$ cat src/rtl/core/gga_pkg.sv
// Package: shared types, constants and command/status structs for the assignment block.
`timescale 1ns / 1ps
`default_nettype none
package gga_pkg;

  localparam int DIM          = 64;
  localparam int IDX_BITS     = 6;
  localparam int CNT_BITS     = 7;
  localparam int THR_BITS     = 24;
  localparam int FIELD_COST_W = 24;
  localparam int DEF_MAX_ROWS = 64;
  localparam int DEF_MAX_COLS = 64;
  localparam int DEF_COST_BITS = 24;
  localparam logic [THR_BITS-1:0] THR_RESET = 24'd1280;

  typedef struct packed {
    logic [IDX_BITS-1:0]     meas_row;
    logic [IDX_BITS-1:0]     track_col;
    logic [FIELD_COST_W-1:0] pair_cost;
    logic                    last_entry;
  } in_item_t;

  typedef struct packed {
    logic [IDX_BITS-1:0] out_row;
    logic [IDX_BITS-1:0] assigned_track;
    logic                matched;
    logic                last_result;
  } out_item_t;

  typedef enum logic [2:0] {
    ST_IDLE,
    ST_SCAN,
    ST_DRAIN,
    ST_COMMIT,
    ST_EMIT
  } state_t;

  typedef struct packed {
    logic clear;
    logic scan_step;
    logic commit;
    logic emit_step;
  } cmd_t;

  typedef struct packed {
    logic scan_end;
    logic found;
    logic emit_end;
  } status_t;

endpackage
`default_nettype wire

$ cat src/rtl/core/gga_ctrl.sv
// Controller: sequences load, search passes, commit and result emission.
`timescale 1ns / 1ps
`default_nettype none
module gga_ctrl (
  input  wire logic              clk,
  input  wire logic              rst_n,
  input  wire logic              accept_last,
  input  wire gga_pkg::status_t  status,
  output gga_pkg::cmd_t          cmd,
  output logic                   busy
);
  import gga_pkg::*;

  state_t state_r, state_nxt;

  always_ff @(posedge clk) begin
    if (!rst_n) begin
      state_r <= ST_IDLE;
    end else begin
      state_r <= state_nxt;
    end
  end

  always_comb begin
    state_nxt = state_r;
    case (state_r)
      ST_IDLE: begin
        if (accept_last) state_nxt = ST_SCAN;
      end
      ST_SCAN: begin
        if (status.scan_end) state_nxt = ST_DRAIN;
      end
      ST_DRAIN: begin
        state_nxt = ST_COMMIT;
      end
      ST_COMMIT: begin
        // another pass while something was picked
        state_nxt = status.found ? ST_SCAN : ST_EMIT;
      end
      ST_EMIT: begin
        if (status.emit_end) state_nxt = ST_IDLE;
      end
      default: state_nxt = ST_IDLE;
    endcase
  end

  always_comb begin
    cmd  = '0;
    busy = 1'b1;
    case (state_r)
      ST_IDLE: begin
        busy      = 1'b0;
        cmd.clear = accept_last;
      end
      ST_SCAN:   cmd.scan_step = 1'b1;
      ST_DRAIN:  cmd           = '0;
      ST_COMMIT: cmd.commit    = 1'b1;
      ST_EMIT:   cmd.emit_step = 1'b1;
      default:   cmd           = '0;
    endcase
  end

endmodule
`default_nettype wire

$ cat config.mk
export PLATFORM = sky130hd
export DESIGN_NAME = gga_ctrl
export DESIGN_NICKNAME = d
export VERILOG_FILES = /design/src/rtl/core/gga_pkg.sv /design/src/rtl/core/gga_ctrl.sv
export SDC_FILE = /design/constraint.sdc
export NUM_CORES = 1
export LEC_CHECK = 0
export ABC_AREA = 1
export BUFFER_PORTS_ARGS = -buffer_cell sky130_fd_sc_hd__buf_2
export CAP_MARGIN = 20
export CORE_AREA = 2 2 39 41
export CTS_BUF_LIST = sky130_fd_sc_hd__clkbuf_4 sky130_fd_sc_hd__clkbuf_8
export CTS_CLUSTER_SIZE = 12
export DETAILED_ROUTE_END_ITERATION = 16
export DIE_AREA = 0 0 41 43
export GPL_TIMING_DRIVEN = 1
export PLACE_DENSITY_LB_ADDON = 0.2
export SETUP_SLACK_MARGIN = 0.5
export SLEW_MARGIN = 10
export SYNTH_ARGS = -nofsm -noshare
export SYNTH_HDL_FRONTEND = slang
export SYNTH_SLANG_ARGS = --single-unit
$ cat constraint.sdc
create_clock -name clk -period 1.1 [get_ports clk]
set_input_delay 0.11 -clock clk [delete_from_list [all_inputs] [get_ports clk]]
set_output_delay 0.11 -clock clk [all_outputs]
set_load 0.005 [all_outputs]
### Word level (Yosys, flattened, before mapping)

Index checks and enable logic that the tools add are counted.

| storage, ports and cells | value |
|---|---|
| RAM bits | 0 |
| logic and storage cells | 20 |
| memories | 0 |
| output and inout bits | 5 |
| bits in read-only memories | 0 |
| bits in registers | 3 |
| bits in latches | 0 |

| cells by class | value |
|---|---|
| bitwise operators | 0 |
| magnitude comparators | 0 |
| div/mod/pow operators | 0 |
| add/sub/neg operators | 0 |
| equality and inequality tests | 7 |
| mux-type cells | 10 |
| multiply operators | 0 |
| shifts and indexed selects | 0 |
| reductions and logical operators | 2 |

Operator list:

| kind | number |
|---|---|
| one-hot mux 3 bit (5 select lines) | 1 |
| two-way mux 3 bit | 4 |
| == test 3 x 2 -> 1 bit (second input constant) | 2 |
| inequality test 2 bit (second input constant) | 3 |
| two-way mux 1 bit | 5 |
| == test 3 x 1 -> 1 bit (second input constant) | 1 |
| == test 3 bit (second input constant) | 1 |
| logical NOT 3 bit | 1 |
| AND reduction 3 bit | 1 |

### Depth between registers and ports, before layout

Gate-level depths: netlist of run 1.

| logic depth | value |
|---|---|
| depth after elaboration | 3 |
| mapped depth | 7 |
| mapped depth without buffers | 7 |

### Least setup slack after synthesis of run 1

OpenSTA, ideal clock, no wires.

| timing path | value |
|---|---|
| kind | reg2reg |
| start point | reg state_r[1] |
| end point | reg state_r[0] |
| period minus slack after synthesis | 0.924 ns |
| setup time | 0.113 ns |
| cell stages (with the launch flop) | 7 |
| setup slack | 0.176 ns |
| data required time | 0.987 ns |
| arrival time | 0.811 ns |
| cell sequence | dfxtp_1 -> nor2_2 -> nand3_2 -> nand3_2 -> nand2_1 -> nand2_1 -> nor2_1 |

| between the ends | value |
|---|---|
| longest elaborated chain between the ends | 3 |
| elaborated cells between the ends (all ways) | 10 |
| those cells by class | 7 x eq/ne; 1 x mux; 2 x reduce/logical |

RTL lines:

| item | line | text |
|---|---|---|
| start: declaration | gga_ctrl.sv:14 | `state_t state_r, state_nxt;` |
| start signal: assignment | gga_ctrl.sv:20 | `state_r <= state_nxt;` |
| == test 3 x 1 -> 1 bit (tied with other cells) | gga_ctrl.sv:26 | `case (state_r)` |
| inequality test 2 bit (no source line) | -- |  |
| AND reduction 3 bit (no source line) | -- |  |

Parallel ways exist; a longest one is shown, timed or not.
A chain may end at the register's enable or synchronous reset.

==> summary.md, run 1 <==
| Metric | Value |
|---|---|
| Clock tree buffer depth | 2 |
| Power Internal | between 0.3 and 0.4 mW |
| Top Registers | state_r: 3 flops |
| Core area | about 1400 µm² |
| Clk sinks | 3 |
| Final worst path period share | a little over nine tenths |
| H-tree Lvls | 1 |
| TritonCTS clock tree | built |
| Storage cell area | a little under 70 µm² |
| Max_slew headroom | 90.54% |
| Site row count | 14 |
| Final Hold Fails | 0 |
| Commonest non-fill, non-tap cells in the layout | 10 x buf_2, 6 x nand2_1, 6 x inv_1 |
| Post-DP HPWL | ~400 µm |
| Die Area | between 1500 and 2000 µm² |
| Final wirelength | about 460 µm |
| Max reg flops | 3 |
| Routability cong. | 0.6098 |
| Clock transition at path regs | ~0.03 ns |
| DRC | 0 |
| Cts bufs inserted | 3 |
| Initial core utilization | 14.92% |
| Multi-input gate area | 140.1 µm² |
| CP endpoint | cmd[3] |
| Slowest CP cell | dfxtp_4 |
| Critical path cell sequence | nor2_4 -> nand2_1 -> nor2_1 -> buf_2 |
| Ant diodes | 0 |
| Vias | 234 |
| Critical path class | flop to primary output |
| PD cells | 1646 nW/µm² |
| Mean routed wirelength per cell | 7.219 µm |
| Worst Path Arrival | about 0.95 ns |
| Final Util | ~25% |
| Dpl cells | a little under 60 |
| Synth Warn # | 0 |
| Met2 routed WL | roughly 250 µm |
| Status | finished clean |
| Largest net degree at the start of global routing | 6 |
| VDD IR max | around 0.55 mV |
| Reg power frac | approximately 28% |
| GRT overflow | 0 |
| Die Wd | 41 µm |
| Synth top area cells | dfxtp_1 29%, nand3_2 19%, inv_1 13% |
| Worst R2R Setup Slack | approximately 0.06 ns |
| Crit start category | flop |
| Area grow syn2layout | 67.88% |
| Most common cell after layout, fill and taps aside | buf_2 |
| CP top delay family | flip-flops |
| Synth cell types | 10 |
| CP Depth | 4 |
| Setup violations, final | 0 |
| Vias in the first global route | ~210 |
| Syn Nets | 39 |
| Final Power | roughly 0.57 mW |
| Switching power | about 0.18 mW |
| Fillers | roughly 170 |
| Largest fanout on the critical path | 4 |
| Setup Skew | about 0.0023 ns |
| CP Launch Point | state_r[0] |
| CTS Root Cell | clkbuf_4 |
| Clock share of power | between 30% and 40% |
| Post-CTS Hold Buffers | 0 |
| Post-Synthesis Cells | 33 |
| Worst setup margin | 0.03835 ns |
| Crit. End Element | primary output |
| Setup TNS Final | 0 ns |
| First-pass GRT wire length | between 700 and 800 µm |
| Max-cap violation count | 0 |
| Met3 wire len | ~23 µm |
| Initial antenna violation count | 0 |
| Fin area | between 300 and 400 µm² |
| WL met1 | about 190 µm |
| Die Span Y | roughly 43 µm |
| Hold crit path type | primary input to flop |
| Seq/Total Area, Yosys | 29.09% |
| Drt pass-1 iters | 1 |
| I/O Buffers | 10 |
| Critical path buffers and inverters | 1 |
| Place WS | 0.1570 ns |
| R2r endpoint | state_r[0] |
| Worst slew pin tran | between 0.1 and 0.15 ns |
| Area after DPL | approximately 290 µm² |
| Largest reg by FF count | state_r |
| Fin. max-slew vios | 0 |
| Post-Syn Area per Cell | around 6.3 µm² |
| Initial DRC Count | 0 |
| CP peak stage delay | approximately 0.35 ns |
| Post-route minimum period | roughly 1.1 ns |
| Highest metal used | met3 |
| GRT Total Usage | between 6 and 7% |
| Routed Antenna Nets | 0 |
| WP data required | 0.99 ns |
| Unrepaired setup endpoints after global routing | true |
| Sw Share | between 30% and 40% |
| R2R Path Start | state_r[0] |
| Syn Std Cell Area | ~210 µm² |
| R2r worst-path depth | 7 |
| Hold slack | approximately 0.12 ns |
| Post-Layout Cell Count | 64 |
| Share of cells above drive strength 1 | between 60% and 70% |
| Fin nets | 55 |
| Later-pin clock latency in the skew report | between 0.2 and 0.25 ns |
| Top-area cell type share of the netlist area | 29.09% |
| Drt via density | 3.656 |
| # IOs | 11 |
| Yosys reg bits | 3 |
| Comb power frac | between 30% and 40% |
| Highest clock rate | approximately 940 MHz |
| Leak | 0.1878 nW |
| Yosys top cell by area | dfxtp_1 |
## layer usage
metal  vias up  track usage [%]
met2         6            8.750
met3         0            3.141
met4         0            6.000
met1        96            6.431
met5         -                0
li1        132                -
## worst reg2reg max path: cells and delay by family, from the launching register on
kind	cells	cell delay [ns]
flip-flops	1	0.35
AND/OR/NAND/NOR	6	0.45
buffers and inverters	1	0.13
## cell type report
class	count	area share, %
inverters	8	8.664
flip-flops and latches	3	19.86
repair buffers	11	16.61
multi-input cells	22	40.43
clock buffers	4	8.664
well taps	16	5.776
## power groups by stage
stage / logic, mW / registers, mW / clock network [mW]
CTS: 0.194 / 0.158 / 0.222
detailed placement: 0.178 / 0.159 / 0
finish: 0.202 / 0.160 / 0.209
floorplan: 0.124 / 0.156 / 0
global placement: 0.179 / 0.161 / 0
global route: 0.230 / 0.163 / 0.233
## Yosys cell counts
cell type / number
a21oi_1: 2
dfxtp_1: 3
inv_1: 7
inv_2: 1
nand2_1: 6
nand3_1: 1
nand3_2: 4
nor2_1: 6
nor2_2: 1
nor3_1: 2
## cell families after synthesis
group	after synthesis	synth area share [%]
buf+inv	8	14.55
simple gates	20	51.51
compound gates	2	4.849
flops	3	29.09
## timing repair
item	CTS	global route
buffers inserted	1	0
endpoints found under the setup margin	8	8
pin swaps	1	2
resized for setup	0	5
## how the worst min path moves through the flow
stage	endpoint	startpoint	depth (start not counted)	slack [ns]
final	state_r[0]	rst_n	3	0.12
after global routing	state_r[0]	rst_n	3	0.12
after CTS	state_r[0]	rst_n	3	0.12
after detailed placement	state_r[0]	rst_n	3	0.36
after global placement	state_r[0]	rst_n	3	0.35
after floorplan	state_r[0]	rst_n	2	0.22
Power figures use the tool's default switching activity.
==> run 2, diff against run 1 <==
--- a/config.mk
+++ b/config.mk
@@ -6,13 +6,13 @@
 export NUM_CORES = 1
 export LEC_CHECK = 0
 export ABC_AREA = 1
-export BUFFER_PORTS_ARGS = -buffer_cell sky130_fd_sc_hd__buf_2
 export CAP_MARGIN = 20
 export CORE_AREA = 2 2 39 41
 export CTS_BUF_LIST = sky130_fd_sc_hd__clkbuf_4 sky130_fd_sc_hd__clkbuf_8
 export CTS_CLUSTER_SIZE = 12
 export DETAILED_ROUTE_END_ITERATION = 16
 export DIE_AREA = 0 0 41 43
+export DONT_BUFFER_PORTS = 1
 export GPL_TIMING_DRIVEN = 1
 export PLACE_DENSITY_LB_ADDON = 0.2
 export SETUP_SLACK_MARGIN = 0.5
==> run 2 against run 1 <==
  * Sequential cell count is the same
  * Global-route usage grew 1.7 points
  * Total power is 7.7% higher
  * Via count is 3.0% lower
  * Sequential share of layout area is 0.14 points higher
  * Clock skew about the same
  * Final cell count decreased by 13%
  * Maximum frequency rose by 2.2%
  * Combinational power increased by 19%
  * The flow now finishes with violations (hold timing)
==> summary.md, run 2 (synthesis results as in run 1) <==
| Metric | Value |
|---|---|
| Status | complete, but fails checks |
| Failing checks | hold timing |
| Initial antenna violation count | 0 (unchanged) |
| H-tree Lvls | 1 (unchanged) |
| Crit start category | flop |
| Final Util | 25.77% (+0.72 points) |
| Clock tree buffer depth | 2 (unchanged) |
| Place WS | 0.1496 ns (-0.007408 ns) |
| Setup violations, final | 0 (unchanged) |
| Vias | 227 (-3.0%) |
| Die Wd | 41 µm (unchanged) |
| Final wirelength | 544 µm (+18%) |
| Post-route minimum period | 1.039 ns (-0.02308 ns) |
| Top Registers | state_r: 3 flops |
| I/O Buffers | 0 (-10) |
| Cts bufs inserted | 3 (unchanged) |
| Site row count | 14 (unchanged) |
| Share of cells above drive strength 1 | 60.00% (-2.5 points) |
| Die Span Y | 43 µm (unchanged) |
| Crit. End Element | primary output |
| CTS Root Cell | clkbuf_4 |
| Worst Path Arrival | 0.93 ns (-0.02 ns) |
| Largest fanout on the critical path | 4 (unchanged) |
| Max reg flops | 3 (unchanged) |
| # IOs | 11 (unchanged) |
| Critical path class | flop to primary output |
| Worst setup margin | 0.06143 ns (+0.02308 ns) |
| Die Area | 1763 µm² (unchanged) |
| Critical path cell sequence | nor2_4 -> inv_1 -> nor2_2 |
| Clk sinks | 3 (unchanged) |
| Worst hold endpoint | state_r[0] |
| Drt via density | 4.054 (+11%) |
| Unrepaired setup endpoints after global routing | true |
| Worst R2R Setup Slack | 0.07 ns (about the same) |
| Clock transition at path regs | 0.03 ns (about the same) |
| First-pass GRT wire length | 855 µm (+19%) |
| Routability cong. | 0.5813 (-4.7%) |
| GRT Total Usage | 8.016% (+1.7 points) |
| Hold crit path type | primary input to flop |
| Max_slew headroom | 88.60% (-1.9 points) |
| Area after DPL | 247.7 µm² (-15%) |
| WP data required | 0.99 ns (about the same) |
| Drt pass-1 iters | 2 (+1) |
| Slowest CP cell | dfxtp_4 |
| Largest net degree at the start of global routing | 6 (unchanged) |
| Vias in the first global route | 235 (+11%) |
| PD cells | 1723 nW/µm² (+4.6%) |
| Routed Antenna Nets | 0 (unchanged) |
| R2r endpoint | state_r[0] |
| Fin nets | 47 (-15%) |
| Worst slew pin tran | 0.1709 ns (+0.02897 ns) |
| Min-delay src | rst_n |
| Post-DP HPWL | 400.6 µm (+0.23%) |
| R2r worst-path depth | 7 (unchanged) |
| Setup TNS Final | 0 ns (unchanged) |
| Fin. max-slew vios | 0 (unchanged) |
| Fin area | 356.6 µm² (+2.9%) |
| DRC | 0 (unchanged) |
| Highest clock rate | 962.9 MHz (+2.2%) |
| VDD IR max | 0.4160 mV (-25%) |
| Initial DRC Count | 3 (+3) |
| TritonCTS clock tree | built |
| Largest reg by FF count | state_r |
| Final Hold Fails | 1 (+1) |
| Hold Crit Depth | 2 (-1) |
| Setup Skew | 0.002760 ns (+0.0004685 ns) |
| Most common cell after layout, fill and taps aside | inv_1 |
| Area grow syn2layout | 72.73% |
| Ant diodes | 0 (unchanged) |
| Leak | 0.1574 nW (-16%) |
| Final worst path period share | 94.42% (-2.1 points) |
| CP peak stage delay | 0.35 ns (about the same) |
| Commonest non-fill, non-tap cells in the layout | 6 x inv_1, 5 x nand2_1, 4 x clkbuf_4 |
| Max-cap violation count | 0 (unchanged) |
| GRT overflow | 0 (unchanged) |
| Initial core utilization | 14.92% (unchanged) |
| R2R Path Start | state_r[0] |
| Core area | 1384 µm² (unchanged) |
| Later-pin clock latency in the skew report | 0.23 ns (about the same) |
| Mean routed wirelength per cell | 9.714 µm (+35%) |
| Hold slack | -0.004337 ns (-0.1285 ns) |
## run 2: changes by cell type in the layout (fill, tap and decap cells not counted), moves of 2 or more
cell / delta
buf_2: -10
nand3_2: -3
nand3_4: +3
nor2_1: -2
nor3_2: -2
## run 2: worst max-delay path, delay by kind of cell (launching register included)
kind,cells,cell delay [ns]
buffers and inverters,1,0.08
and+or+nand+nor,2,0.27
DFF,1,0.35
## run 2: report_power, final
part           switching [mW]  internal [mW]
sequential             0.0300          0.130
clock                  0.0542          0.160
combinational           0.130          0.110
## run 2: timing repair
action                                 CTS  global route
pin swaps                                3             3
endpoints found under the hold margin    1             0
buffers inserted                         2             0
gates resized for setup                  9             6
setup endpoints to repair                8             8
## run 2: area by class of cell
cell class	count	area (µm²)
repair buffers	3	26.28
clock buffers	4	30.03
flip-flops and latches	3	71.32
multi-input cells	22	176.4
well taps	16	20.02
inverters	8	32.53
fillers	167	1027
## run 2: how the worst max path moves through the flow
stage                     from    endpoint  slack [ns]  depth (start not counted)
global placement    state_r[0]  state_r[0]        0.13                          6
CTS                 state_r[1]      cmd[3]        0.06                          3
global route        state_r[0]      cmd[3]      -0.005                          3
floorplan           state_r[0]  state_r[0]        0.23                          6
finish              state_r[0]      cmd[0]        0.06                          3
detailed placement  state_r[0]  state_r[0]        0.15                          7
## run 2: per-stage QoR
stage          power (mW)  instances
6_report           0.6144         56
5_1_grt            0.6677         56
3_3_place_gp       0.3117         50
3_5_place_dp       0.3086         50
4_1_cts            0.5788         56
2_1_floorplan      0.2798         33
## run 2: routing by layer
layer | GRT usage (%) | part of all wire, % | vias up | wire length (µm)
li1 | - | - | 114 | -
met1 | 6.390 | 38 | 105 | 209
met2 | 11.25 | 56 | 6 | 302
met3 | 4.712 | 4.2 | 2 | 23
met4 | 10.00 | 1.7 | 0 | 9
met5 | 0 | 0 | - | 0
==> run 3, diff against run 2 <==
--- a/config.mk
+++ b/config.mk
@@ -14,7 +14,7 @@
 export DIE_AREA = 0 0 41 43
 export DONT_BUFFER_PORTS = 1
 export GPL_TIMING_DRIVEN = 1
-export PLACE_DENSITY_LB_ADDON = 0.2
+export PLACE_DENSITY = 0.3
 export SETUP_SLACK_MARGIN = 0.5
 export SLEW_MARGIN = 10
 export SYNTH_ARGS = -nofsm -noshare
==> run 3 against run 2 <==
  * The run still ends with hold timing left
  * Clock-buffer cell count unchanged
  * Utilization decreased by 1.4 points
  * Total power decreased by 4.4%
  * Final cell count increased by 3.6%
  * Combinational power decreased by 11%
  * Sequential power about the same
  * Non-clock buffer count increased by 2
  * Register-to-register slack about the same
  * Maximum frequency increased by 1.1%
  * Sequential cell count unchanged
  * Critical path type unchanged
  * Largest cell class unchanged
==> summary.md, run 3 (synthesis results as in run 1) <==
| Metric | Value |
|---|---|
| Status | complete, but fails checks |
| Failing checks | hold timing |
| Crit. End Element | primary output |
| Routed Antenna Nets | 0 (unchanged) |
| Most common cell after layout, fill and taps aside | inv_1 |
| Site row count | 14 (unchanged) |
| Initial DRC Count | 0 (-3) |
| Initial antenna violation count | 0 (unchanged) |
| Switching power | 0.1998 mW (-6.7%) |
| Die Wd | 41 µm (unchanged) |
| Hold crit path type | primary input to flop |
| Die Span Y | 43 µm (unchanged) |
| Top Registers | state_r: 3 flops |
| Hold slack | -0.01095 ns (-0.006615 ns) |
| I/O Buffers | 0 (unchanged) |
| CTS Root Cell | clkbuf_4 |
| Vias in the first global route | 264 (+12%) |
| Mean routed wirelength per cell | 10.74 µm (+11%) |
| H-tree Lvls | 1 (unchanged) |
| GRT overflow | 0 (unchanged) |
| Final wirelength | 623 µm (+15%) |
| Ant diodes | 0 (unchanged) |
| Power Internal | 0.3874 mW (-3.2%) |
| PD cells | 1745 nW/µm² (+1.3%) |
| Later-pin clock latency in the skew report | 0.23 ns (about the same) |
| DRC | 0 (unchanged) |
| Final Util | 24.32% (-1.4 points) |
| Worst slew pin tran | 0.2441 ns (+0.07319 ns) |
| # IOs | 11 (unchanged) |
| Largest reg by FF count | state_r |
| Routability cong. | 0.6096 (+4.9%) |
| Fin area | 336.6 µm² (-5.6%) |
| Min-delay src | rst_n |
| Post-route minimum period | 1.028 ns (-0.01099 ns) |
| Final Hold Fails | 1 (unchanged) |
| Max reg flops | 3 (unchanged) |
| Comb power frac | 36.2% (-2.8 points) |
| Setup Skew | 0.003213 ns (+0.0004534 ns) |
| Area after DPL | 247.7 µm² (unchanged) |
| Dpl cells | 50 (unchanged) |
| Drt pass-1 iters | 1 (-1) |
| Largest net degree at the start of global routing | 6 (unchanged) |
| Critical path class | flop to primary output |
| Fin nets | 49 (+4.3%) |
| Max_slew headroom | 83.60% (-5.0 points) |
| Final worst path period share | 93.42% (-1.0 points) |
| Crit start category | flop |
| Highest clock rate | 973.2 MHz (+1.1%) |
| R2R Path Start | state_r[0] |
| Clock tree buffer depth | 2 (unchanged) |
| Unrepaired setup endpoints after global routing | true |
| Post-Layout Cell Count | 58 (+3.6%) |
| Leak | 0.1605 nW (+2.0%) |
| Commonest non-fill, non-tap cells in the layout | 6 x inv_1, 4 x nor2_2, 4 x nand2_1, 4 x clkbuf_4, 4 x buf_4 |
| Reg power frac | 26.9% (+0.8 points) |
| First-pass GRT wire length | 966 µm (+13%) |
| Setup TNS Final | 0 ns (unchanged) |
| GRT Total Usage | 9.109% (+1.1 points) |
| Die Area | 1763 µm² (unchanged) |
| Cts bufs inserted | 3 (unchanged) |
| Post-DP HPWL | 391.9 µm (-2.2%) |
| Share of cells above drive strength 1 | 59.52% (-0.48 points) |
| Sw Share | 34.03% (-0.81 points) |
| Area grow syn2layout | 63.03% |
| Setup violations, final | 0 (unchanged) |
| VDD IR max | 0.3669 mV (-12%) |
| Worst Path Arrival | 0.92 ns (about the same) |
| Largest fanout on the critical path | 4 (unchanged) |
| Fin. max-slew vios | 0 (unchanged) |
| Clk sinks | 3 (unchanged) |
| Clock transition at path regs | 0.04 ns (about the same) |
| Initial core utilization | 14.92% (unchanged) |
| Final Power | 0.5872 mW (-4.4%) |
| TritonCTS clock tree | built |
| Clock share of power | 36.8% (+1.9 points) |
| Max-cap violation count | 0 (unchanged) |
| Core area | 1384 µm² (unchanged) |
| Drt via density | 4.017 (-0.90%) |
| Vias | 233 (+2.6%) |
| WP data required | 0.99 ns (about the same) |
| CP Launch Point | state_r[1] |
[run 3: cell count changes in the layout (fill, tap and decap cells not counted), sizes merged]
cell,previous run,this run
buf,3,5
[run 3: routing by layer]
| layer | vias to the layer above | wire length [µm] | GRT usage [%] |
|---|---|---|---|
| li1 | 118 | - | - |
| met1 | 107 | 169 | 5.414 |
| met2 | 8 | 397 | 15.94 |
| met3 | 0 | 56 | 4.188 |
| met4 | 0 | 0 | 10.00 |
| met5 | - | 0 | 0 |
[run 3: area by class of cell]
type,count,area (µm²)
Clock buffer,4,30.03
Fill cell,161,1047
Inverter,8,30.03
Multi-Input combinational cell,22,143.9
Sequential cell,3,71.32
Tap cell,16,20.02
Timing Repair Buffer,5,41.29
[run 3: worst paths after layout]
kind,endpoint,slack (ns),depth (start not counted)
max,cmd[1],0.07,3
min,state_r[0],-0.01,2
max reg2reg,state_r[0],0.08,7
min reg2reg,state_r[2],0.54,2
[run 3: through the flow]
step                      worst slack (ns)  hold slack, ns
after global placement              0.1544          0.2292
after floorplan                     0.2252          0.2207
final                              0.07242        -0.01095
after CTS                          0.06005        -0.01947
after global routing              0.003249        -0.01334
after detailed placement            0.1736          0.2323
[run 3: repair_timing]
item,CTS,global route
resized for setup,6,3
pin swaps,4,3
endpoints found under the setup margin,8,8
endpoints found under the hold margin,1,1
setup buffers,4,0
cloned,0,0
[run 3: power groups by stage]
stage / clock (mW) / sequential, mW / combinational (mW)
floorplan: 0 / 0.156 / 0.124
global placement: 0 / 0.159 / 0.151
detailed placement: 0 / 0.160 / 0.145
CTS: 0.229 / 0.159 / 0.193
global route: 0.240 / 0.160 / 0.243
finish: 0.216 / 0.158 / 0.213
[run 3: worst max-delay path: stages (launching register included)]
cell,delay [ns]
dfxtp_4,0.37
nand2_2,0.07
nor2_2,0.12
buf_4,0.12
